### src/hw/rtl/ptpsb_pkg.sv
// package for the point to polar scan binner
// holds sizes, status and register codes, and the cordic arctangent table
// no dependencies
`default_nettype none

package ptpsb_pkg;

  // bins and cordic depth
  localparam int NUM_BINS     = 512;
  localparam int CORDIC_STEPS = 16;

  localparam int BIN_W      = (NUM_BINS > 1) ? $clog2(NUM_BINS) : 1;
  localparam int LIM_W      = 16 + $clog2(NUM_BINS + 1);
  localparam int DVS_W      = 16 + BIN_W;
  localparam int DIV_CNT_W  = $clog2(BIN_W + 1);
  localparam int SQRT_STEPS = 16;
  localparam int SQ_CNT_W   = $clog2(SQRT_STEPS);
  localparam int ATAN_LEN   = 24;
  localparam int CD_CNT_W   = $clog2(ATAN_LEN);
  localparam int CD_W       = 27;

  typedef logic [BIN_W-1:0]        bin_idx_t;
  typedef logic [DVS_W-1:0]        dvs_t;
  typedef logic [LIM_W-1:0]        lim_t;
  typedef logic signed [CD_W-1:0]  cd_t;

  // result status codes
  typedef enum logic [2:0] {
    ST_ACCEPT = 3'd0,
    ST_CLOSE  = 3'd1,
    ST_HEIGHT = 3'd2,
    ST_ANGLE  = 3'd3,
    ST_READ   = 3'd4
  } status_t;

  // configuration register indexes
  typedef enum logic [2:0] {
    CFG_MIN_H     = 3'd0,
    CFG_MAX_H     = 3'd1,
    CFG_RNG_FLOOR = 3'd2,
    CFG_RAMP_ST   = 3'd3,
    CFG_RAMP_SLP  = 3'd4,
    CFG_FIRST_ANG = 3'd5,
    CFG_BIN_WIDTH = 3'd6,
    CFG_NO_RET    = 3'd7
  } cfg_idx_t;

  // arctan(2^-i), full turn = 2^32
  localparam logic [31:0] ATAN_TAB [ATAN_LEN] = '{
    32'h20000000, 32'h12E4051E, 32'h09FB385B, 32'h051111D4,
    32'h028B0D43, 32'h0145D7E1, 32'h00A2F61E, 32'h00517C55,
    32'h0028BE53, 32'h00145F2F, 32'h000A2F98, 32'h000517CC,
    32'h00028BE6, 32'h000145F3, 32'h0000A2FA, 32'h0000517D,
    32'h000028BE, 32'h0000145F, 32'h00000A30, 32'h00000518,
    32'h0000028C, 32'h00000146, 32'h000000A3, 32'h00000051
  };

endpackage

`default_nettype wire

### src/hw/rtl/ptpsb_isqrt.sv
// iterative integer square root, two radicand bits per cycle
// depends on ptpsb_pkg
`default_nettype none

module ptpsb_isqrt (
  input  wire logic        clk,
  input  wire logic        rst_n,
  input  wire logic        start,
  input  wire logic [31:0] n_in,
  output logic             busy,
  output logic [15:0]      root
);

  logic                               busy_r;
  logic [ptpsb_pkg::SQ_CNT_W-1:0]     cnt_r;
  logic [31:0]                        n_r;
  logic [16:0]                        rem_r;
  logic [15:0]                        root_r;

  logic [18:0] rem2;
  logic [18:0] test;
  logic        fits;

  always_comb begin
    rem2 = {rem_r, n_r[31:30]};
    test = {1'b0, root_r, 2'b01};
    fits = (rem2 >= test);
  end

  always_ff @(posedge clk) begin
    if (!rst_n) begin
      busy_r <= 1'b0;
      cnt_r  <= '0;
    end else if (start) begin
      busy_r <= 1'b1;
      cnt_r  <= '0;
    end else if (busy_r) begin
      cnt_r <= cnt_r + 1'b1;
      if (cnt_r == ptpsb_pkg::SQ_CNT_W'(ptpsb_pkg::SQRT_STEPS - 1)) begin
        busy_r <= 1'b0;
      end
    end
  end

  always_ff @(posedge clk) begin
    if (start) begin
      n_r    <= n_in;
      rem_r  <= '0;
      root_r <= '0;
    end else if (busy_r) begin
      n_r <= {n_r[29:0], 2'b00};
      if (fits) begin
        rem_r  <= 17'(rem2 - test);
        root_r <= {root_r[14:0], 1'b1};
      end else begin
        rem_r  <= rem2[16:0];
        root_r <= {root_r[14:0], 1'b0};
      end
    end
  end

  assign busy = busy_r;
  assign root = root_r;

endmodule

`default_nettype wire

### config.mk
export PLATFORM = sky130hd
export DESIGN_NAME = ptpsb_isqrt
export DESIGN_NICKNAME = d
export VERILOG_FILES = /design/src/hw/rtl/ptpsb_pkg.sv /design/src/hw/rtl/ptpsb_isqrt.sv
export SDC_FILE = /design/constraint.sdc
export NUM_CORES = 1
export LEC_CHECK = 0
export BUFFER_PORTS_ARGS = -buffer_cell sky130_fd_sc_hd__buf_2
export CORE_ASPECT_RATIO = 1.2
export CORE_UTILIZATION = 40
export DETAILED_ROUTE_END_ITERATION = 16
export PLACE_DENSITY_LB_ADDON = 0.15
export SLEW_MARGIN = 0
export SYNTH_ARGS = -nofsm -noshare
export SYNTH_HDL_FRONTEND = slang
export SYNTH_SLANG_ARGS = --single-unit
### constraint.sdc
create_clock -name clk -period 4.8 [get_ports clk]
set_input_delay 0.96 -clock clk [delete_from_list [all_inputs] [get_ports clk]]
set_output_delay 0.96 -clock clk [all_outputs]
set_load 0.02 [all_outputs]
==> metrics.md <==
| Metric | Value |
|---|---|
| Power share of the clock group | 22.4% |
| Crit path from | root[3] |
| First-pass GRT wire length | 13.9 mm |
| Seq cells post-synth | 70 |
| EDFF count, synth | 32 |
| CTS buffer count | 9 |
| Int Pwr | 1570 uW |
| I/O pins | 52 |
| Initial Util | 41.2% |
| Seq/Total Area, Yosys | 43.9% |
| Asr flop ratio synth | 0% |
| Layout Area Growth over Synthesis | 15.8% |
| Routability cong. | 0.809 |
| Hold Crit Start | rem_r[6] |
| Register area | 0.00172 sq mm |
| Fin. Hold Viols | 0 |
| Largest net degree at the start of global routing | 59 |
| Fmax | 352 MHz |
| Layout filler cell count | 930 |
| Worst hold stages | 2 |
| Critical path cell sequence | inv_1 -> ha_1 -> o21a_1 -> o211ai_1 -> a211o_4 -> a311o_1 -> a221oi_1 -> a311oi_1 |
| Net Sw Frac | 41.4% |
| Area contributors post-synth | edfxtp_1, dfxtp_1, mux2_2 |
| Yosys top cell by area | edfxtp_1 |
| Die W | 92.4 um |
| Period minus WS final | 2.84 ns |
| Clock tree buffer depth | 2 |
| Worst vdd ir | 255 uV |
| Antenna diode count | 0 |
| R2r startpoint | root[3] |
| Mapped Area | 0.00392 sq mm |
| Port Buf Inserts | 51 |
| Actual slew at the worst max-slew pin | 0.911 ns |
| Vias post-DR | 2920 |
| Initial antenna violation count | 0 |
| Syn nets | 435 |
| Routed WL per cell | 14.8 um |
| Vias in the first global route | 2913 |
| Post-CTS Hold Fix Bufs | 0 |
| Skew-Pair Late Insertion Delay | 0.33 ns |
| CP Launch Type | flip-flop |
| Synth top area share | 24.5% |
| Setup violators final | 0 |
| Synth top cells by count | nor2_1, dfxtp_1, edfxtp_1, mux2_2, inv_1 |
| Worst-path clk slew | 0.06 ns |
| Routed vias/inst | 5.26 |
| Cells after synthesis | 381 |
| Final Max Tran Viols | 0 |
| Die area | 0.0102 sq mm |
| Most common cell in the netlist | nor2_1 |
| DRC viols | 0 |
| Synth Flop Type | dfxtp_1 |
| Rel. slew slack | 39.3% |
| Initial DRC Count | 128 |
| Sequential power share | 28.5% |
| Leak pwr | 0.00176 uW |
| Combinational Power Share | 49.0% |
| NetSw | 1110 uW |
| Pwr dens | 588 mW/mm^2 |
| Drt first pass iters | 4 |
| Clk_skew | 0.00377 ns |
| Layout Nets | 482 |
| Crit-path slowest cell | a311o_1 |
| Critical setup path kind | flip-flop to flip-flop |
| Count of unique library cells instantiated by Yosys | 55 |
| Setup bufs post-CTS | 0 |
| Multi-input logic area | 0.00203 sq mm |
| CTS tree | done |
| Hpwl dp | 5.46 mm |
| Min-Delay Path Class | flip-flop to flip-flop |
| Fin crit share | 59.2% |
| Layout cell share with drive strength beyond 1 | 25.7% |
| Total power | 2670 uW |
| Syn Area/Cell | 10.3 sq um |
| Clock root buffer | clkbuf_16 |
| Total negative setup slack | 0 ns |
| Overflow after GRT | 0 |
| Post-route ant nets | 0 |
| Yosys warning count | 0 |
| Sink Count | 70 |
| Die Ht | 110 um |
| Status | finished, final reports clean |
| CTS H-tree depth | 3 |
| WP data required | 5.04 ns |
| GRT Total Usage | 17.2% |
| # rows | 39 |
| CP max FO | 18 |
| Core Area | 0.00952 sq mm |
| RSZ-0062 raised after global routing | no |
| Worst Path Arrival | 3.08 ns |
| CP peak stage delay | 0.77 ns |
| Final Util | 47.7% |
| # resized after CTS | 0 |
| DRT Wirelength | 8.20 mm |
| Reg2Reg Depth | 8 |
| Setup crit end kind | flip-flop |
| Max Cap Viol | 0 |
-- cell families (layout without fill, tap and decap cells) --
logic type               after synthesis  after routing  share of synthesized area [%]
XOR/XNOR                              14             14                           3.13
buffers and inverters                 42             93                           4.31
AO/OA/AOI/OAI                         81             81                           16.4
multiplexers                          47             47                           13.0
flip-flops                            70             70                           43.9
adder cells (fa/ha/maj)               19             19                           6.06
AND/OR/NAND/NOR                      108            108                           13.2
-- critical path: cells and delay by family (launching register included) --
kind            cells  cell delay [ns]
compound gates      6             1.93
fa+ha+maj           1             0.38
flops               1             0.37
buf+inv             1             0.06
-- layout by cell type, fill, tap and decap left out, types with 12 or more instances in the layout --
master and n:
mux2i_1 17, dfxtp_1 37, edfxtp_1 32, mux2_2 30
inv_1 24, nand2_1 15, nor2_1 43, a21oi_1 12
buf_2 51, nand3_1 12, ha_1 19
-- through the flow --
stage | std cells | hold slack (ns) | instance area (sq um) | setup slack (ns)
after global placement | 540 | 0.487 | 4280 | 2.05
after floorplan | 381 | 0.463 | 3920 | 2.32
after global routing | 555 | 0.545 | 4540 | 1.78
after detailed placement | 540 | 0.499 | 4280 | 2.02
after CTS | 555 | 0.517 | 4540 | 1.96
final | 555 | 0.509 | 4540 | 1.96
-- power by group through the flow --
stage          sequential [uW]  combinational, uW  clock, uW
2_1_floorplan              763               1020          0
5_1_grt                    773               1430        639
4_1_cts                    763               1310        617
6_report                   762               1310        599
3_3_place_gp               772               1290          0
3_5_place_dp               775               1300          0
-- area by class of cell --
cell class | count | area share [%]
clock buffers | 9 | 4.96
clock inverters | 6 | 0.854
inverters | 24 | 1.98
multi-input cells | 269 | 44.8
flip-flops and latches | 70 | 37.9
well taps | 123 | 3.39
repair buffers | 54 | 6.12
-- path summary, 6_finish.rpt --
path / to / slack [ns]
setup / recovery: rem_r[9] / 1.96
hold / removal: rem_r[6] / 0.51
setup reg to reg: rem_r[9] / 1.96
hold reg to reg: rem_r[6] / 0.51
-- registers in the layout (all words and copies together), names as in the netlist --
| register | count |
|---|---|
| root | 16 |
| n_r | 32 |
| cnt_r | 4 |
| rem_r | 17 |
| busy | 1 |
-- routing by layer --
metal | routed length [um] | vias up | track usage (%) | part of all wire [%]
met5 | 0 | - | 0 | 0
met4 | 149 | 0 | 7.08 | 1.8
met3 | 231 | 12 | 3.51 | 2.8
met2 | 3900 | 33 | 27.8 | 48
met1 | 3910 | 1373 | 22.1 | 48
li1 | - | 1502 | - | -
Power figures use the tool's default switching activity.
