`src/hw/rtl/ptpsb_pkg.sv`:
```
// package for the point to polar scan binner
// holds sizes, status and register codes, and the cordic arctangent table
// no dependencies
`default_nettype none

package ptpsb_pkg;

  // bins and cordic depth
  localparam int NUM_BINS     = 512;
  localparam int CORDIC_STEPS = 16;

  localparam int BIN_W      = (NUM_BINS > 1) ? $clog2(NUM_BINS) : 1;
  localparam int LIM_W      = 16 + $clog2(NUM_BINS + 1);
  localparam int DVS_W      = 16 + BIN_W;
  localparam int DIV_CNT_W  = $clog2(BIN_W + 1);
  localparam int SQRT_STEPS = 16;
  localparam int SQ_CNT_W   = $clog2(SQRT_STEPS);
  localparam int ATAN_LEN   = 24;
  localparam int CD_CNT_W   = $clog2(ATAN_LEN);
  localparam int CD_W       = 27;

  typedef logic [BIN_W-1:0]        bin_idx_t;
  typedef logic [DVS_W-1:0]        dvs_t;
  typedef logic [LIM_W-1:0]        lim_t;
  typedef logic signed [CD_W-1:0]  cd_t;

  // result status codes
  typedef enum logic [2:0] {
    ST_ACCEPT = 3'd0,
    ST_CLOSE  = 3'd1,
    ST_HEIGHT = 3'd2,
    ST_ANGLE  = 3'd3,
    ST_READ   = 3'd4
  } status_t;

  // configuration register indexes
  typedef enum logic [2:0] {
    CFG_MIN_H     = 3'd0,
    CFG_MAX_H     = 3'd1,
    CFG_RNG_FLOOR = 3'd2,
    CFG_RAMP_ST   = 3'd3,
    CFG_RAMP_SLP  = 3'd4,
    CFG_FIRST_ANG = 3'd5,
    CFG_BIN_WIDTH = 3'd6,
    CFG_NO_RET    = 3'd7
  } cfg_idx_t;

  // arctan(2^-i), full turn = 2^32
  localparam logic [31:0] ATAN_TAB [ATAN_LEN] = '{
    32'h20000000, 32'h12E4051E, 32'h09FB385B, 32'h051111D4,
    32'h028B0D43, 32'h0145D7E1, 32'h00A2F61E, 32'h00517C55,
    32'h0028BE53, 32'h00145F2F, 32'h000A2F98, 32'h000517CC,
    32'h00028BE6, 32'h000145F3, 32'h0000A2FA, 32'h0000517D,
    32'h000028BE, 32'h0000145F, 32'h00000A30, 32'h00000518,
    32'h0000028C, 32'h00000146, 32'h000000A3, 32'h00000051
  };

endpackage

`default_nettype wire

```
`src/hw/rtl/ptpsb_cordic.sv`:
```
// iterative cordic vectoring unit, one micro-rotation per cycle
// depends on ptpsb_pkg for the arctangent table and widths
`default_nettype none

module ptpsb_cordic (
  input  wire logic               clk,
  input  wire logic               rst_n,
  input  wire logic               start,
  input  wire logic signed [15:0] x_in,
  input  wire logic signed [15:0] y_in,
  output logic                    busy,
  output logic signed [15:0]      bearing
);

  logic                             busy_r;
  logic [ptpsb_pkg::CD_CNT_W-1:0]   step_r;
  ptpsb_pkg::cd_t                   x_r;
  ptpsb_pkg::cd_t                   y_r;
  logic [31:0]                      acc_r;
  logic                             zero_r;

  ptpsb_pkg::cd_t xw;
  ptpsb_pkg::cd_t yw;
  ptpsb_pkg::cd_t xs;
  ptpsb_pkg::cd_t ys;
  logic [31:0]    ang;
  logic [31:0]    rnd;

  always_comb begin
    xw  = ptpsb_pkg::cd_t'(x_in) <<< 8;
    yw  = ptpsb_pkg::cd_t'(y_in) <<< 8;
    xs  = x_r >>> step_r;
    ys  = y_r >>> step_r;
    ang = ptpsb_pkg::ATAN_TAB[step_r];
    rnd = acc_r + 32'h0000_8000;
  end

  always_ff @(posedge clk) begin
    if (!rst_n) begin
      busy_r <= 1'b0;
      step_r <= '0;
    end else if (start) begin
      busy_r <= 1'b1;
      step_r <= '0;
    end else if (busy_r) begin
      step_r <= step_r + 1'b1;
      if (step_r == ptpsb_pkg::CD_CNT_W'(ptpsb_pkg::CORDIC_STEPS - 1)) begin
        busy_r <= 1'b0;
      end
    end
  end

  always_ff @(posedge clk) begin
    if (start) begin
      zero_r <= (x_in == 16'sd0) && (y_in == 16'sd0);
      // quarter-turn pre-rotation into the right half plane
      if (x_in[15] && !y_in[15]) begin
        x_r   <= yw;
        y_r   <= -xw;
        acc_r <= 32'h4000_0000;
      end else if (x_in[15]) begin
        x_r   <= -yw;
        y_r   <= xw;
        acc_r <= 32'hC000_0000;
      end else begin
        x_r   <= xw;
        y_r   <= yw;
        acc_r <= '0;
      end
    end else if (busy_r) begin
      if (!y_r[ptpsb_pkg::CD_W-1]) begin
        x_r   <= x_r + ys;
        y_r   <= y_r - xs;
        acc_r <= acc_r + ang;
      end else begin
        x_r   <= x_r - ys;
        y_r   <= y_r + xs;
        acc_r <= acc_r - ang;
      end
    end
  end

  assign busy    = busy_r;
  assign bearing = zero_r ? 16'sd0 : $signed(rnd[31:16]);

endmodule

`default_nettype wire

```
`config.mk`:
```
export PLATFORM = sky130hd
export DESIGN_NAME = ptpsb_cordic
export DESIGN_NICKNAME = d
export VERILOG_FILES = /design/src/hw/rtl/ptpsb_pkg.sv /design/src/hw/rtl/ptpsb_cordic.sv
export SDC_FILE = /design/constraint.sdc
export NUM_CORES = 1
export LEC_CHECK = 0
export ABC_AREA = 0
export BUFFER_PORTS_ARGS = -buffer_cell sky130_fd_sc_hd__clkbuf_2
export CORE_MARGIN = 1.5
export CORE_UTILIZATION = 25
export DETAILED_ROUTE_END_ITERATION = 12
export GPL_TIMING_DRIVEN = 0
export PLACE_DENSITY = 0.41
export SLEW_MARGIN = 20
export SYNTH_ARGS = -nofsm -noshare
export SYNTH_HDL_FRONTEND = slang
export SYNTH_SLANG_ARGS = --single-unit
```
`constraint.sdc`:
```
create_clock -name clk -period 16.9 [get_ports clk]
set_input_delay 5.07 -clock clk [delete_from_list [all_inputs] [get_ports clk]]
set_output_delay 5.07 -clock clk [all_outputs]
set_load 0.02 [all_outputs]
```
==> flow_summary.json, run 1 <==
{
  "dp.cells": 2550,
  "via_count": 14500,
  "cp-end-kind": "register",
  "antenna_found_initial": 3,
  "cp.required_ns": 17.02,
  "startpoint": "y_in[5]",
  "fmax_ghz": 0.128,
  "finalCritPeriodShare": 0.461,
  "yosysSeqAreaShare": 0.189,
  "status": "complete, no violations",
  "relSlewSlack": 0.221,
  "min_from": "y_r[0]",
  "rows": 87,
  "clockBufferDepth": 2,
  "synthFlopType": "edfxtp_1",
  "die_w_microns": 243,
  "hold_buffers": 0,
  "finalSetupViolations": 0,
  "overflow": 0,
  "hp-class": "register to register",
  "regToRegStartpoint": "step_r[0]",
  "grt_max_degree": 43,
  "fin_area_sq_um": 16000,
  "viasPerCell": 5.66,
  "synth-edff-count": 87,
  "critPathLaunchType": "input pin",
  "antenna_left": 0,
  "ys.warnings.count": 0,
  "grt_pass1_vias": 14000,
  "drc": 0,
  "initial_core_util": 0.255,
  "antenna_cells": 0,
  "syn_avg_cell_area_sq_um": 8.29,
  "cts_resized": 0,
  "dr.pass1.iters": 5,
  "drv_slew": 0,
  "synth_cell_types": 89,
  "io_pins": 52,
  "cts_tree": "done",
  "core_sq_um": 56700,
  "worstSetupPathType": "input pin to register",
  "place_congestion": 0.988,
  "cts_root_buf": "clkbuf_16",
  "cts_setup_buffers": 0,
  "finalSetupTns_ns": 0,
  "drt-initial-drc-count": 1298,
  "die-area_sq_um": 59200,
  "htree_levels": 3,
  "yosys-top-cells-count": "nor2_1, a21oi_1, nand2_1, o21ai_0, ha_1",
  "numCtsBuffers": 9,
  "final_cells": 2566,
  "port_buffers": 49,
  "critPathMaxFanout": 4,
  "critical_path_arrival_ns": 7.91,
  "cts_sinks": 93,
  "nets": 1945,
  "ys_top_cells_by_area": "edfxtp_1, ha_1, mux4_2",
  "clk_pin_slew_ns": 0.08,
  "routed_wl_microns": 65900,
  "synth_cells": 1743,
  "syn_nets": 1883,
  "netlist.area_leader.share": 0.181,
  "netlist_area_sq_um": 14400,
  "dp_hpwl_microns": 51700,
  "post-synth-top-count-cell": "nor2_1",
  "yosys.area.top_type": "edfxtp_1",
  "finalPower_mw": 3.89,
  "grt_pass1_wl_microns": 95500,
  "cap_violations": 0,
  "leakage_nw": 6.20,
  "peakVddDrop_uv": 116,
  "clkLatencyLatePin_ns": 0.40,
  "fin_util": 0.282,
  "grt_usage": 0.219,
  "drive_gt1_frac": 0.107,
  "synthArstFlopShare": 0,
  "hold_viol": 0,
  "synth_seq_cells": 93,
  "rsz0062_at_grt": "false",
  "skew_ns": 0.0171,
  "placed_cell_area_sq_um": 15700,
  "fin_crit_ns": 7.80,
  "die_height_microns": 243,
  "powerDensity_nw_per_um2": 243,
  "syn_to_final_growth_pct": 10.6,
  "worst_pin_slew_ns": 1.15,
  "wl_per_cell_microns": 25.7
}
==> sequential cells by signal (all words and copies together), names as in the netlist <==
signal / count
step_r: 5
busy: 1
acc_r: 32
x_r: 27
y_r: 27
zero_r: 1
==> cell type report <==
type                    instances  area (sq um)
clock buffers                  10           229
well taps                     756           946
fillers                      6112         40700
repair buffers                 51           293
multi-input cells            1488         11000
flip-flops and latches         93          2730
clock inverters                 6          53.8
inverters                      50           188
plain buffers                 112           551
==> placed cells by master (no fill, tap or decap), drive strengths merged, types with 8 or more instances in the layout <==
master and instances:
o21a 19, a211o 11, buf 52, xor2 76, o31ai 18, xnor2 90
and3 22, o211ai 44, a211oi 24, nand3 40, a21o 50, clkbuf 121
a31oi 23, a21oi 126, mux2 20, nor3b 11, nand2b 34, nor2 170
ha 102, nor4 9, o31a 9, nand4 8, mux4 47, inv 50
nor3 27, and2 15, or2 11, edfxtp 87, o22ai 16, mux2i 66
a221oi 10, nand2 125, or3 13, o21ai 122, nor2b 36
==> path summary, 6_finish.rpt <==
kind | end | slack (ns) | depth (start not counted)
max | x_r[22] | 9.10 | 11
max reg2reg | acc_r[31] | 9.12 | 27
min | y_r[0] | 0.71 | 2
min reg2reg | y_r[0] | 0.71 | 2
==> where the power goes <==
part | internal [mW] | switching (mW) | total, mW
Sequential | 0.441 | 0.191 | 0.631
Clock | 0.113 | 0.105 | 0.218
Combinational | 1.26 | 1.78 | 3.04
==> kinds of logic after synthesis <==
group                    after synthesis  synth area share
flip-flops                            93             0.189
AND/OR/NAND/NOR                      543             0.185
XOR/XNOR                             167             0.102
adder cells (fa/ha/maj)              105            0.0925
buffers and inverters                162            0.0509
multiplexers                         133             0.136
AO/OA/AOI/OAI                        540             0.244
==> layer usage <==
metal	global-route usage	part of all wire	vias to the layer above
met1	0.293	0.45	7099
li1	-	-	6687
met4	0.0970	0.046	0
met5	0	0	-
met2	0.352	0.45	621
met3	0.0268	0.058	125
==> worst max-delay path: stages <==
cell and delay, ns:
clkbuf_2 0.12, or4_1 0.59, or4_1 0.43, or2_2 0.33, or4_1 0.43, o21ai_0 0.22
xor2_1 0.16, nand2_1 0.06, o21ai_0 0.25, a21o_1 0.19, o21ai_1 0.05
==> per-stage QoR <==
step	hold slack, ns	setup WS [ns]
floorplan	0.628	9.23
global placement	0.686	8.13
detailed placement	0.715	8.72
CTS	0.721	9.09
global route	0.740	8.61
finish	0.714	9.10
Note: power is estimated with default switching activity, not from simulation.
==> run 2, diff against run 1 <==
ABC_AREA = 1   (was 0)
clock period = 7.3 ns   (was 16.9 ns; I/O delays follow)
==> run 2 against run 1 <==
Compared with the run above: clock-buffer cell count grew 3; wire length is 12% higher; core utilization down 0.064 points; critical endpoint is now y_r[26]; flip-flop and latch count is the same; clock power rose to 2.5 times the previous value; synthesized cell count rose by 38%; sequential share of layout area fell by 0.32 points; via count increased by 15%; worst hold slack worse by 0.14 ns; synthesized area increased by 1.9%; largest power group unchanged.
==> flow_summary.json, run 2 <==
{
  "status": "complete, no violations",
  "antenna_left": 0,
  "syn_to_final_growth_pct": 10.5,
  "post_synth_and_or_nand_nor_area_fraction": 0.362,
  "most-common-layout-cells": "nand2_1, inv_1, nand3_1, nor2_1, a21oi_1",
  "overflow": 0,
  "rr_worst_depth": 30,
  "post-synth-top-count-cell": "nand2_1",
  "viasPerCell": 5.17,
  "synth_cells": 2402,
  "clockBufferDepth": 2,
  "finalSetupViolations": 0,
  "cp.required_ns": 7.46,
  "drc": 0,
  "wl_per_cell_microns": 22.9,
  "initial_core_util": 0.254,
  "fin_crit_ns": 6.37,
  "cts_tree": "done",
  "htree_levels": 3,
  "routed_wl_microns": 74100,
  "largest-register": "acc_r",
  "critPathMostFrequentCell": "nand2_1",
  "critPathLaunchType": "register",
  "nets": 2605,
  "cap_violations": 0,
  "die_height_microns": 246,
  "reg_top3": "acc_r x32, x_r x27, y_r x27",
  "placed_cell_area_sq_um": 16000,
  "finalPower_mw": 8.86,
  "synth_top_family_by_area": "simple AND/OR/NAND/NOR gates",
  "skew_ns": 0.0161,
  "cts_setup_buffers": 0,
  "holdWs_ns": 0.570,
  "crit_family": "simple AND/OR/NAND/NOR gates",
  "n_fill_cell": 6735,
  "final_common_cell": "nand2_1",
  "leakage_nw": 7.69,
  "peakVddDrop_uv": 195,
  "dp_hpwl_microns": 61100,
  "crit_buf_inv": 5,
  "cts_resized": 0,
  "synthFlopType": "edfxtp_1",
  "antenna_cells": 0,
  "synthArstFlopShare": 0,
  "netlist_area_sq_um": 14700,
  "worst-path-stages": 30,
  "yosys-top-cells-count": "nand2_1, inv_1, nand3_1, nor2_1, a21oi_1",
  "via_count": 16700,
  "dp.cells": 3219,
  "whs_path_depth": 2,
  "place_congestion": 0.952,
  "syn_avg_cell_area_sq_um": 6.13,
  "grt_max_degree": 50,
  "io_pins": 52,
  "core_sq_um": 57900,
  "finalCritPeriodShare": 0.872,
  "max_stage_delay_ns": 0.72,
  "critPathMaxFanout": 10,
  "critical_path_arrival_ns": 6.53,
  "cts_root_buf": "clkbuf_16",
  "fmax_ghz": 0.157,
  "die_w_microns": 246,
  "grt_pass1_wl_microns": 108000,
  "synth_compound_area_frac": 0.214,
  "yosys.area.top_type": "edfxtp_1",
  "drt-initial-drc-count": 1421,
  "hold_buffers": 0,
  "grt_usage": 0.245,
  "synthMuxAreaShare": 0,
  "finalSetupTns_ns": 0,
  "numCtsBuffers": 9,
  "syn_nets": 2542,
  "antenna_found_initial": 0,
  "cp-end-kind": "register",
  "final_cells": 3235,
  "synth_fa_ha_area_frac": 0.0908,
  "clkLatencyLatePin_ns": 0.42,
  "relSlewSlack": 0.270,
  "ys_top_cells_by_area": "edfxtp_1, nand2_1, ha_1",
  "cts_sinks": 93,
  "ys.warnings.count": 0,
  "worstSetupPathType": "register to register",
  "hp-class": "register to register",
  "rsz0062_at_grt": "false",
  "rows": 88,
  "clk_pin_slew_ns": 0.08,
  "powerDensity_nw_per_um2": 545,
  "crit_slowest_cell": "o21ai_0",
  "synth_cell_types": 62,
  "seq_area_sq_um": 2730,
  "yosysSeqAreaShare": 0.186,
  "netlist.area_leader.share": 0.177,
  "drive_gt1_frac": 0.0838,
  "multi_input_area_sq_um": 10400,
  "synth-xor-area-share": 0.0422,
  "hold_viol": 0,
  "synth-edff-count": 87,
  "largest_reg_flops": 32,
  "synth_seq_cells": 93,
  "port_buffers": 51,
  "grt_pass1_vias": 16500,
  "drv_slew": 0,
  "die-area_sq_um": 60400,
  "dr.pass1.iters": 6,
  "worst_pin_slew_ns": 1.08,
  "fin_area_sq_um": 16300
}
-- run 2: final timing paths --
check	from	endpoint	slack, ns
max	step_r[0]	y_r[26]	0.93
min reg2reg	step_r[2]	step_r[2]	0.57
min	step_r[2]	step_r[2]	0.57
max reg2reg	step_r[0]	y_r[26]	0.93
-- run 2: logic make-up (layout without fill, tap and decap cells) --
group           count (synthesis)  after routing
fa+ha+maj                     105            105
flops                          93             93
xor+xnor                       71             71
compound gates                536            536
simple gates                 1237           1237
buf+inv                       360            428
-- run 2: area by class of cell --
cell class              count  area share
flip-flops and latches     93       0.168
repair buffers             52      0.0174
plain buffers              89      0.0332
well taps                 765      0.0588
clock buffers              13      0.0160
clock inverters             3     0.00269
multi-input cells        1949       0.641
inverters                 271      0.0630
-- run 2: layer usage --
metal / vias to the layer above / wire length, microns / GRT usage
li1: 8269 / - / -
met2: 476 / 36000 / 0.432
met1: 7888 / 32200 / 0.305
met4: 0 / 2480 / 0.0801
met3: 103 / 3330 / 0.0326
met5: - / 0 / 0
-- run 2: where the power goes --
part	internal [mW]	switching [mW]	total (mW)
combinational	2.27	4.75	7.02
sequential	0.982	0.315	1.30
clock	0.285	0.265	0.550
-- run 2: through the flow --
stage	util	worst slack [ns]
final	0.281	0.932
after global routing	0.281	0.618
after CTS	0.281	0.995
after detailed placement	0.276	1.03
after global placement	0.275	-0.614
after floorplan	-	2.37
-- run 2: tightest hold or removal path, delay by kind of cell (launching register included) --
family                   cells  cell delay (ns)
flip-flops                   1             0.34
adder cells (fa/ha/maj)      1             0.13
AO/OA/AOI/OAI                1             0.05
