File: src/hw/rtl/ptpsb_pkg.sv
// package for the point to polar scan binner
// holds sizes, status and register codes, and the cordic arctangent table
// no dependencies
`default_nettype none

package ptpsb_pkg;

  // bins and cordic depth
  localparam int NUM_BINS     = 512;
  localparam int CORDIC_STEPS = 16;

  localparam int BIN_W      = (NUM_BINS > 1) ? $clog2(NUM_BINS) : 1;
  localparam int LIM_W      = 16 + $clog2(NUM_BINS + 1);
  localparam int DVS_W      = 16 + BIN_W;
  localparam int DIV_CNT_W  = $clog2(BIN_W + 1);
  localparam int SQRT_STEPS = 16;
  localparam int SQ_CNT_W   = $clog2(SQRT_STEPS);
  localparam int ATAN_LEN   = 24;
  localparam int CD_CNT_W   = $clog2(ATAN_LEN);
  localparam int CD_W       = 27;

  typedef logic [BIN_W-1:0]        bin_idx_t;
  typedef logic [DVS_W-1:0]        dvs_t;
  typedef logic [LIM_W-1:0]        lim_t;
  typedef logic signed [CD_W-1:0]  cd_t;

  // result status codes
  typedef enum logic [2:0] {
    ST_ACCEPT = 3'd0,
    ST_CLOSE  = 3'd1,
    ST_HEIGHT = 3'd2,
    ST_ANGLE  = 3'd3,
    ST_READ   = 3'd4
  } status_t;

  // configuration register indexes
  typedef enum logic [2:0] {
    CFG_MIN_H     = 3'd0,
    CFG_MAX_H     = 3'd1,
    CFG_RNG_FLOOR = 3'd2,
    CFG_RAMP_ST   = 3'd3,
    CFG_RAMP_SLP  = 3'd4,
    CFG_FIRST_ANG = 3'd5,
    CFG_BIN_WIDTH = 3'd6,
    CFG_NO_RET    = 3'd7
  } cfg_idx_t;

  // arctan(2^-i), full turn = 2^32
  localparam logic [31:0] ATAN_TAB [ATAN_LEN] = '{
    32'h20000000, 32'h12E4051E, 32'h09FB385B, 32'h051111D4,
    32'h028B0D43, 32'h0145D7E1, 32'h00A2F61E, 32'h00517C55,
    32'h0028BE53, 32'h00145F2F, 32'h000A2F98, 32'h000517CC,
    32'h00028BE6, 32'h000145F3, 32'h0000A2FA, 32'h0000517D,
    32'h000028BE, 32'h0000145F, 32'h00000A30, 32'h00000518,
    32'h0000028C, 32'h00000146, 32'h000000A3, 32'h00000051
  };

endpackage

`default_nettype wire

File: src/hw/rtl/ptpsb_div.sv
// restoring divider producing a bin index, one quotient bit per cycle
// dividend is known to be below divisor times the bin count; depends on ptpsb_pkg
`default_nettype none

module ptpsb_div (
  input  wire logic        clk,
  input  wire logic        rst_n,
  input  wire logic        start,
  input  wire logic [15:0] dividend,
  input  wire logic [15:0] divisor,
  output logic             busy,
  output ptpsb_pkg::bin_idx_t quotient
);

  logic                              busy_r;
  logic [ptpsb_pkg::DIV_CNT_W-1:0]   cnt_r;
  logic [15:0]                       rem_r;
  ptpsb_pkg::dvs_t                   dvs_r;
  ptpsb_pkg::bin_idx_t               q_r;

  logic fits;

  always_comb begin
    fits = (ptpsb_pkg::dvs_t'(rem_r) >= dvs_r);
  end

  always_ff @(posedge clk) begin
    if (!rst_n) begin
      busy_r <= 1'b0;
      cnt_r  <= '0;
    end else if (start) begin
      busy_r <= 1'b1;
      cnt_r  <= '0;
    end else if (busy_r) begin
      cnt_r <= cnt_r + 1'b1;
      if (cnt_r == ptpsb_pkg::DIV_CNT_W'(ptpsb_pkg::BIN_W - 1)) begin
        busy_r <= 1'b0;
      end
    end
  end

  always_ff @(posedge clk) begin
    if (start) begin
      rem_r <= dividend;
      dvs_r <= ptpsb_pkg::dvs_t'(divisor) << (ptpsb_pkg::BIN_W - 1);
      q_r   <= '0;
    end else if (busy_r) begin
      dvs_r <= dvs_r >> 1;
      if (fits) begin
        rem_r <= 16'(ptpsb_pkg::dvs_t'(rem_r) - dvs_r);
        q_r   <= ptpsb_pkg::bin_idx_t'({q_r, 1'b1});
      end else begin
        q_r   <= ptpsb_pkg::bin_idx_t'({q_r, 1'b0});
      end
    end
  end

  assign busy     = busy_r;
  assign quotient = q_r;

endmodule

`default_nettype wire

File: config.mk
export PLATFORM = sky130hd
export DESIGN_NAME = ptpsb_div
export DESIGN_NICKNAME = d
export VERILOG_FILES = /design/src/hw/rtl/ptpsb_pkg.sv /design/src/hw/rtl/ptpsb_div.sv
export SDC_FILE = /design/constraint.sdc
export NUM_CORES = 1
export LEC_CHECK = 0
export BUFFER_PORTS_ARGS = -buffer_cell sky130_fd_sc_hd__buf_2
export CORE_AREA = 2 2 78 80
export CTS_CLUSTER_DIAMETER = 60
export DETAILED_ROUTE_END_ITERATION = 10
export DIE_AREA = 0 0 80 82
export PLACE_DENSITY = 0.75
export SLEW_MARGIN = 40
export SYNTH_ARGS = -nofsm -noshare
export SYNTH_HDL_FRONTEND = slang
export SYNTH_SLANG_ARGS = --single-unit
File: constraint.sdc
create_clock -name clk -period 3.5 [get_ports clk]
set_input_delay 0.7 -clock clk [delete_from_list [all_inputs] [get_ports clk]]
set_output_delay 0.7 -clock clk [all_outputs]
set_load 0.005 [all_outputs]
==> results.cfg, run 1 <==
[run_status]
status = complete, no violations

[grt]
grt_pass1_wl_um = 9790
antenna_found_initial = 0
grt_max_degree = 72
grt_pass1_vias = 2198
grt_overflow = 0
grtUsageTotal_pct = 19.3

[floorplanning]
design.core.area_um2 = 5750
die_y_um = 82
start_util_pct = 52.3
die_area_um2 = 6560
num_rows = 28
die_w_um = 80
io_pins = 45

[sta]
finalSetupTns_ps = 0
slew_headroom_pct = 55.4
finClkSkew_ps = 9.94
timing.hold.ws_ps = 512
worst_pin_slew_ps = 668
grt_setup_unrepaired = false
drv_slew = 0
timing_hold_violations_final = 0
max_freq_ghz = 0.367
setup_viol = 0
period_minus_slack_ps = 2730
setup_slack_ps = 774
period_share_pct = 77.9

[finish]
multi_input_area_um2 = 1460
final_util_pct = 58.7
fin_area_um2 = 3370
final-seq-area_um2 = 1400
mostFrequentLayoutCell = buf_2
drive_gt1_share_pct = 18.9
layout.nets = 402
area_growth_syn_to_layout_pct = 12.2
antenna_cells = 0
layout_common_cells = buf_2, nand2_1, edfxtp_1, nor2_1, o21ai_0
fin_cells = 424
n_fill_cell = 534

[clock_network]
root_buffer = clkbuf_8
h-tree-depth = 2
post_cts_resized = 0
tritoncts = done
post-cts-setup-buffers = 0
postCtsHoldBufs = 0
clock-sinks = 54
numCtsBuffers = 5
clkTransAtPathRegs_ps = 100
clockBufferDepth = 2
insertion_delay_ps = 320

[setup_path]
r2r_slack_ps = 770
end_kind = register
setup.worst_path.start_class = register
worstPathRequired_ps = 3520
reg2reg_depth = 11
r2r-start = rem_r[0]
r2r-end = rem_r[7]
crit_fanout = 10
criticalPathCategory = register to register
arrival_ps = 2750

[synth]
yosys_warnings = 0
synth_top_family_by_area = compound AO/OA/AOI/OAI gates
synth-xor-area-share_pct = 4.38
synth_top_area_share_pct = 32.0
synth_area_leaders = edfxtp_1, dfxtp_1, ha_1
async_flop_share_pct = 0
seq_area_frac_synth_pct = 46.7
synthAdderAreaFrac_pct = 8.17
muxShareOfSynthArea_pct = 6.04
syn_avg_cell_area_um2 = 9.75
synth-simple-area-share_pct = 13.6
synth_compound_area_share_pct = 16.5
synthCells = 308
syn_nets = 362
synth_largest_area_cell = edfxtp_1
ys_types = 47
synth_edf_count = 32
ys.flop_type = edfxtp_1
syn_area_um2 = 3000
ys_ff_latch = 54

[worst_hold_path]
min_from = quotient[8]
hold_end = quotient[8]
holdPathStages = 2
hp-class = register to register

[drt]
drt_pass1_iterations = 4
wire_per_inst_um = 13.7
drc_errors = 0
wirelength_um = 5810
avgViaCountPerCell = 5.38
vias = 2279
drtAntennaViolNets = 0
drt_iter0_markers = 142

[place]
place_inst = 416
routabilityCongestion = 0.827
port_buffers = 44
dp_slack_ps = 740
hpwl_um = 4260
placed_area_um2 = 3290

[pwr]
power-per-cell-area_nw_per_um2 = 452
finalPower_mw = 1.52
peakVddDrop_mv = 0.235
leakagePower_nw = 1.41

[run]
cap_violations = 0
-- synth_stat cells (all sizes together) (6+ instances only) --
master and n:
a21o 6, a21oi 13, a22o 8, clkbuf 11, dfxtp 22, edfxtp 32, ha 18, inv 22
mux2i 17, nand2 40, nor2 30, nor3 6, o21ai 28, xnor2 8, xor2 7
-- flip-flops by register name (all words and copies together), names as in the netlist --
signal / count
busy: 1
quotient: 9
cnt_r: 4
dvs_r: 24
rem_r: 16
-- critical path, stage by stage, from the launching register on --
cell and delay (ps):
edfxtp_1 340, inv_1 40, ha_1 190, inv_1 80
fa_1 220, a21oi_2 90, a21oi_1 130, nor3_1 60
o41ai_1 290, a221oi_1 150, o21ai_1 540, buf_4 310
-- layout make-up --
| class | instances | share of cell area, % |
|---|---|---|
| Clock inverter | 2 | 0.371 |
| Timing Repair Buffer | 47 | 7.20 |
| Inverter | 23 | 2.56 |
| Tap cell | 75 | 2.78 |
| Clock buffer | 6 | 2.15 |
| Multi-Input combinational cell | 217 | 43.4 |
| Sequential cell | 54 | 41.6 |
-- where the power goes --
| part | switching (mW) | leakage (nW) | total, mW | internal, mW |
|---|---|---|---|---|
| clock network | 0.213 | 0.0461 | 0.356 | 0.143 |
| registers | 0.0213 | 0.504 | 0.755 | 0.734 |
| logic | 0.235 | 0.855 | 0.414 | 0.178 |
-- logic make-up after synthesis --
group	count (synthesis)
flip-flops	54
XOR/XNOR	15
adder cells (fa/ha/maj)	19
AO/OA/AOI/OAI	71
buffers and inverters	37
AND/OR/NAND/NOR	94
multiplexers	18
-- how the worst max path moves through the flow --
stage,start,end,slack [ps],cells past startpoint
floorplan,rem_r[0],rem_r[0],480,10
global placement,rem_r[0],rem_r[8],830,11
detailed placement,rem_r[0],rem_r[9],740,11
CTS,rem_r[0],rem_r[7],730,11
global route,rem_r[0],rem_r[6],580,11
finish,rem_r[0],rem_r[7],770,11
-- metal layers --
layer | share of wire, % | track usage (%) | up-vias
li1 | - | - | 1164
met2 | 49 | 34.7 | 57
met3 | 4.6 | 4.29 | 12
met1 | 45 | 23.2 | 1046
met5 | 0 | 0 | -
met4 | 1.5 | 5.42 | 0
No activity file was read; power rests on OpenSTA's default activity.
==> run 2: changes to the inputs <==
--- a/config.mk
+++ b/config.mk
@@ -5,11 +5,12 @@
 export SDC_FILE = /design/constraint.sdc
 export NUM_CORES = 1
 export LEC_CHECK = 0
+export ABC_AREA = 1
 export BUFFER_PORTS_ARGS = -buffer_cell sky130_fd_sc_hd__buf_2
-export CORE_AREA = 2 2 78 80
+export CORE_AREA = 2 2 80 82
 export CTS_CLUSTER_DIAMETER = 60
 export DETAILED_ROUTE_END_ITERATION = 10
-export DIE_AREA = 0 0 80 82
+export DIE_AREA = 0 0 82 84
 export PLACE_DENSITY = 0.75
 export SLEW_MARGIN = 40
 export SYNTH_ARGS = -nofsm -noshare
==> constraint.sdc (replaced) <==
create_clock -name clk -period 2.8 [get_ports clk]
set_input_delay 0.56 -clock clk [delete_from_list [all_inputs] [get_ports clk]]
set_output_delay 0.56 -clock clk [all_outputs]
set_load 0.005 [all_outputs]
==> results.cfg, run 2 <==
[setup_path]
end_kind = register
setup.worst_path.start_class = register
worstPathRequired_ps = 2890
timing.critical_path.mode_cell = nand2_1
critPathBufInv = 3
reg2reg_depth = 14
critPathTopFamily = simple AND/OR/NAND/NOR gates
crit_chain = inv_1, ha_1, inv_1, fa_1, nand2_1, nand2_1, and2_4, nand2_2, nand2_2, nand2_1, nand2_1, nand2_1, nand2_1, buf_4
criticalPathCategory = register to register
crit_cells = 14
arrival_ps = 2560
crit_slowest_cell = fa_1
crit_fanout = 11
slowest_delay_ps = 390

[sta]
setup_slack_ps = 329
timing.hold.ws_ps = 472
slew_headroom_pct = 65.5
grt_setup_unrepaired = false
period_share_pct = 88.2
period_minus_slack_ps = 2470
max_freq_ghz = 0.405
drv_slew = 0
setup_viol = 0
finClkSkew_ps = 5.98
finalSetupTns_ps = 0
timing_hold_violations_final = 0
worst_pin_slew_ps = 517

[drt]
drc_errors = 0
drt_iter0_markers = 161
drtAntennaViolNets = 0
drt_pass1_iterations = 4
avgViaCountPerCell = 4.93
vias = 2753
wire_per_inst_um = 12.0
wirelength_um = 6720

[place]
dp_slack_ps = 334
routabilityCongestion = 0.891
hpwl_um = 5120
port_buffers = 44

[floorplanning]
io_pins = 45
die_area_um2 = 6890
die_y_um = 84
design.core.area_um2 = 6100
die_w_um = 82
start_util_pct = 52.3
num_rows = 29

[clock_network]
root_buffer = clkbuf_8
insertion_delay_ps = 310
h-tree-depth = 2
postCtsHoldBufs = 0
clock-sinks = 54
tritoncts = done
post-cts-setup-buffers = 0
clkTransAtPathRegs_ps = 110
numCtsBuffers = 5
post_cts_resized = 0
clockBufferDepth = 2

[finish]
antenna_cells = 0
layout.nets = 534
regMostFlops = dvs_r
area_growth_syn_to_layout_pct = 13.3
mostFrequentLayoutCell = nand2_1
drive_gt1_share_pct = 13.5
layout_common_cells = nand2_1, inv_1, buf_2, edfxtp_1, nand3_1
largest_reg_flops = 24
final_util_pct = 59.3

[synth]
syn_avg_cell_area_um2 = 7.35
syn_nets = 488
ys_ff_latch = 54
synth_area_leaders = edfxtp_1, nand2_1, dfxtp_1
ys.flop_type = edfxtp_1
yosys-top-cells-count = nand2_1, inv_1, edfxtp_1
synth_top_area_share_pct = 30.1
synth_edf_count = 32
seq_area_frac_synth_pct = 43.9
async_flop_share_pct = 0
syn_area_um2 = 3190
yosys_warnings = 0
synth_largest_area_cell = edfxtp_1
ys_types = 30
synth_most_common_cell = nand2_1
synthCells = 434

[grt]
grt_pass1_wl_um = 11200
grt_overflow = 0
grt_pass1_vias = 2619
grt_max_degree = 35
grtUsageTotal_pct = 20.9
antenna_found_initial = 0

[pwr]
peakVddDrop_mv = 0.280
finalPower_mw = 1.99
leakagePower_nw = 1.85
power-per-cell-area_nw_per_um2 = 549

[worst_hold_path]
holdPathStages = 2
hp-class = register to register

[run_status]
status = complete, no violations

[run]
cap_violations = 0
run 2: cell count changes after synthesis, sizes merged, moves of 8 or more:
cell   previous run  this run
mux2i            17         0
a22o              8         0
nand2            40       155
o22ai             1        13
nor2             30        17
inv              22        87
nand3             5        24
run 2: final cells by class:
type / instances / area [um^2]
fillers: 559 / 2480
clock inverters: 3 / 47.5
clock buffers: 5 / 68.8
inverters: 87 / 327
multi-input cells: 282 / 1410
repair buffers: 50 / 265
well taps: 77 / 96.3
flip-flops and latches: 54 / 1400
run 2: cell families after synthesis:
| group | synth area share [%] |
|---|---|
| compound gates | 7.65 |
| xor+xnor | 0.275 |
| fa+ha+maj | 7.69 |
| buf+inv | 11.9 |
| flops | 43.9 |
| simple gates | 28.6 |
run 2: power breakdown:
part,switching (mW),internal [mW]
logic,0.319,0.185
registers,0.0182,0.907
clock network,0.282,0.274
run 2: through the flow:
stage | cells | area (um^2)
6_report | 558 | 3620
5_1_grt | 558 | 3620
4_1_cts | 558 | 3620
3_5_place_dp | 550 | 3500
3_3_place_gp | 550 | 3500
2_1_floorplan | 434 | 3190
run 2: routing by layer:
| metal | vias to the layer above | global-route usage (%) | wire length (um) |
|---|---|---|---|
| met5 | - | 0 | 0 |
| met1 | 1238 | 26.3 | 3100 |
| met2 | 50 | 35.8 | 3270 |
| li1 | 1456 | - | - |
| met3 | 9 | 3.03 | 236 |
| met4 | 0 | 7.12 | 110 |
run 2: worst paths after layout:
check / startpoint / endpoint / slack (ps)
setup / recovery: rem_r[0] / rem_r[8] / 330
hold / removal: quotient[8] / quotient[8] / 470
setup reg to reg: rem_r[0] / rem_r[8] / 330
hold reg to reg: quotient[8] / quotient[8] / 470
run 2: tightest hold or removal path, delay by kind of cell, from the launching register on:
| kind | cells | cell delay (ps) |
|---|---|---|
| and+or+nand+nor | 1 | 50 |
| AOI/OAI and AO/OA | 1 | 50 |
| DFF | 1 | 340 |
==> run 3: changes to the inputs <==
==> constraint.sdc (replaced) <==
create_clock -name clk -period 2.8 [get_ports clk]
set_input_delay 0.42 -clock clk [delete_from_list [all_inputs] [get_ports clk]]
set_output_delay 0.42 -clock clk [all_outputs]
set_load 0.005 [all_outputs]
==> results.cfg, run 3 (synthesis results as in run 2) <==
[floorplanning]
die_w_um = 82
io_pins = 45
start_util_pct = 52.3
die_area_um2 = 6890
die_y_um = 84
num_rows = 29
design.core.area_um2 = 6100

[grt]
met2_usage_pct = 34.6
antenna_found_initial = 0
busiest_layer = met2
grt_overflow = 0
grt_pass1_wl_um = 10900
use_met3_pct = 3.90
grtUsageTotal_pct = 20.3
grt_pass1_vias = 2571
grt.met1_usage_pct = 25.4
grt_max_degree = 36

[worst_hold_path]
min_from = rst_n
hold_end = busy
hp-class = input pin to register
holdPathStages = 3

[clock_network]
post_cts_resized = 0
insertion_delay_ps = 320
root_buffer = clkbuf_8
h-tree-depth = 2
numCtsBuffers = 5
clkTransAtPathRegs_ps = 100
tritoncts = done
clock-sinks = 54
postCtsHoldBufs = 0
post-cts-setup-buffers = 0
clockBufferDepth = 2

[setup_path]
timing.critical_path.mode_cell = nand2_1
crit_chain = inv_1, ha_1, inv_1, fa_1, nand2_1, nand2_1, and2_4, nand2_2, nand2_2, nand2_1, nand2_1, nand2_1, nand2_1, buf_4
arrival_ps = 2180
r2r-start = rem_r[0]
critPathBufInv = 3
crit_fanout = 16
setup.worst_path.start_class = register
r2r_slack_ps = 680
criticalPathCategory = register to register
slowest_delay_ps = 380
crit_cells = 14
r2r-end = rem_r[10]
critPathTopFamily = simple AND/OR/NAND/NOR gates
end_kind = register
reg2reg_depth = 14
crit_slowest_cell = fa_1
worstPathRequired_ps = 2860

[pwr]
finalPower_mw = 1.96
power-per-cell-area_nw_per_um2 = 546
peakVddDrop_mv = 0.232
leakagePower_nw = 1.83

[run]
cap_violations = 0

[finish]
multi_input_area_um2 = 1410
mostFrequentLayoutCell = nand2_1
final-seq-area_um2 = 1400
regMostFlops = dvs_r
layout.nets = 532
area_growth_syn_to_layout_pct = 12.8
antenna_cells = 0
n_fill_cell = 587
drive_gt1_share_pct = 13.4
largest_reg_flops = 24
layout_common_cells = nand2_1, inv_1, buf_2, edfxtp_1, nand3_1

[sta]
period_minus_slack_ps = 2120
setup_slack_ps = 685
slew_headroom_pct = 57.3
max_freq_ghz = 0.473
drv_slew = 0
timing_hold_violations_final = 0
grt_setup_unrepaired = false
period_share_pct = 75.5
finalSetupTns_ps = 0
setup_viol = 0
worst_pin_slew_ps = 639
finClkSkew_ps = 7.38

[place]
routabilityCongestion = 0.874
port_buffers = 44
dp_slack_ps = 691
hpwl_um = 4850

[drt]
vias = 2753
wirelength_um = 6750
drtAntennaViolNets = 0
drt_iter0_markers = 118
drc_errors = 0
drt_pass1_iterations = 4
avgViaCountPerCell = 4.95
wire_per_inst_um = 12.1

[run_status]
status = complete, no violations
==> run 3: through the flow <==
stage	std cells	cell area (um^2)	hold WS (ps)	utilization, %
2_1_floorplan	434	3190	432	-
3_5_place_dp	548	3480	451	57.2
6_report	556	3600	328	59.0
4_1_cts	556	3600	328	59.0
3_3_place_gp	548	3480	440	57.2
5_1_grt	556	3600	354	59.0
==> run 3: worst min-delay path: cells and delay by family <==
family	cells	cell delay [ps]
simple gates	1	50
buf+inv	1	100
compound gates	1	30
==> run 3: worst max path at each step <==
stage | start | to | slack (ps)
after global placement | rem_r[0] | rem_r[6] | 740
after CTS | rem_r[0] | rem_r[9] | 670
after global routing | rem_r[0] | rem_r[7] | 470
after detailed placement | rem_r[0] | rem_r[7] | 690
after floorplan | rem_r[0] | rem_r[0] | 670
final | rem_r[0] | rem_r[10] | 680
==> run 3: area by class of cell <==
class | instances | area share [%]
clock buffer | 6 | 2.02
clock inverter | 2 | 1.08
inverter | 87 | 9.08
multi-input combinational | 282 | 39.3
sequential | 54 | 38.9
tap | 77 | 2.68
timing repair buffer | 48 | 6.95
==> run 3: power by group <==
part	internal, mW	switching [mW]	total (mW)
clock	0.269	0.269	0.538
combinational	0.183	0.316	0.499
sequential	0.907	0.0201	0.927
==> run 3: per-layer routing <==
| layer | part of all wire (%) | vias up |
|---|---|---|
| met3 | 4.2 | 8 |
| met2 | 48 | 51 |
| met5 | 0 | - |
| met1 | 47 | 1239 |
| met4 | 1.5 | 0 |
| li1 | - | 1455 |
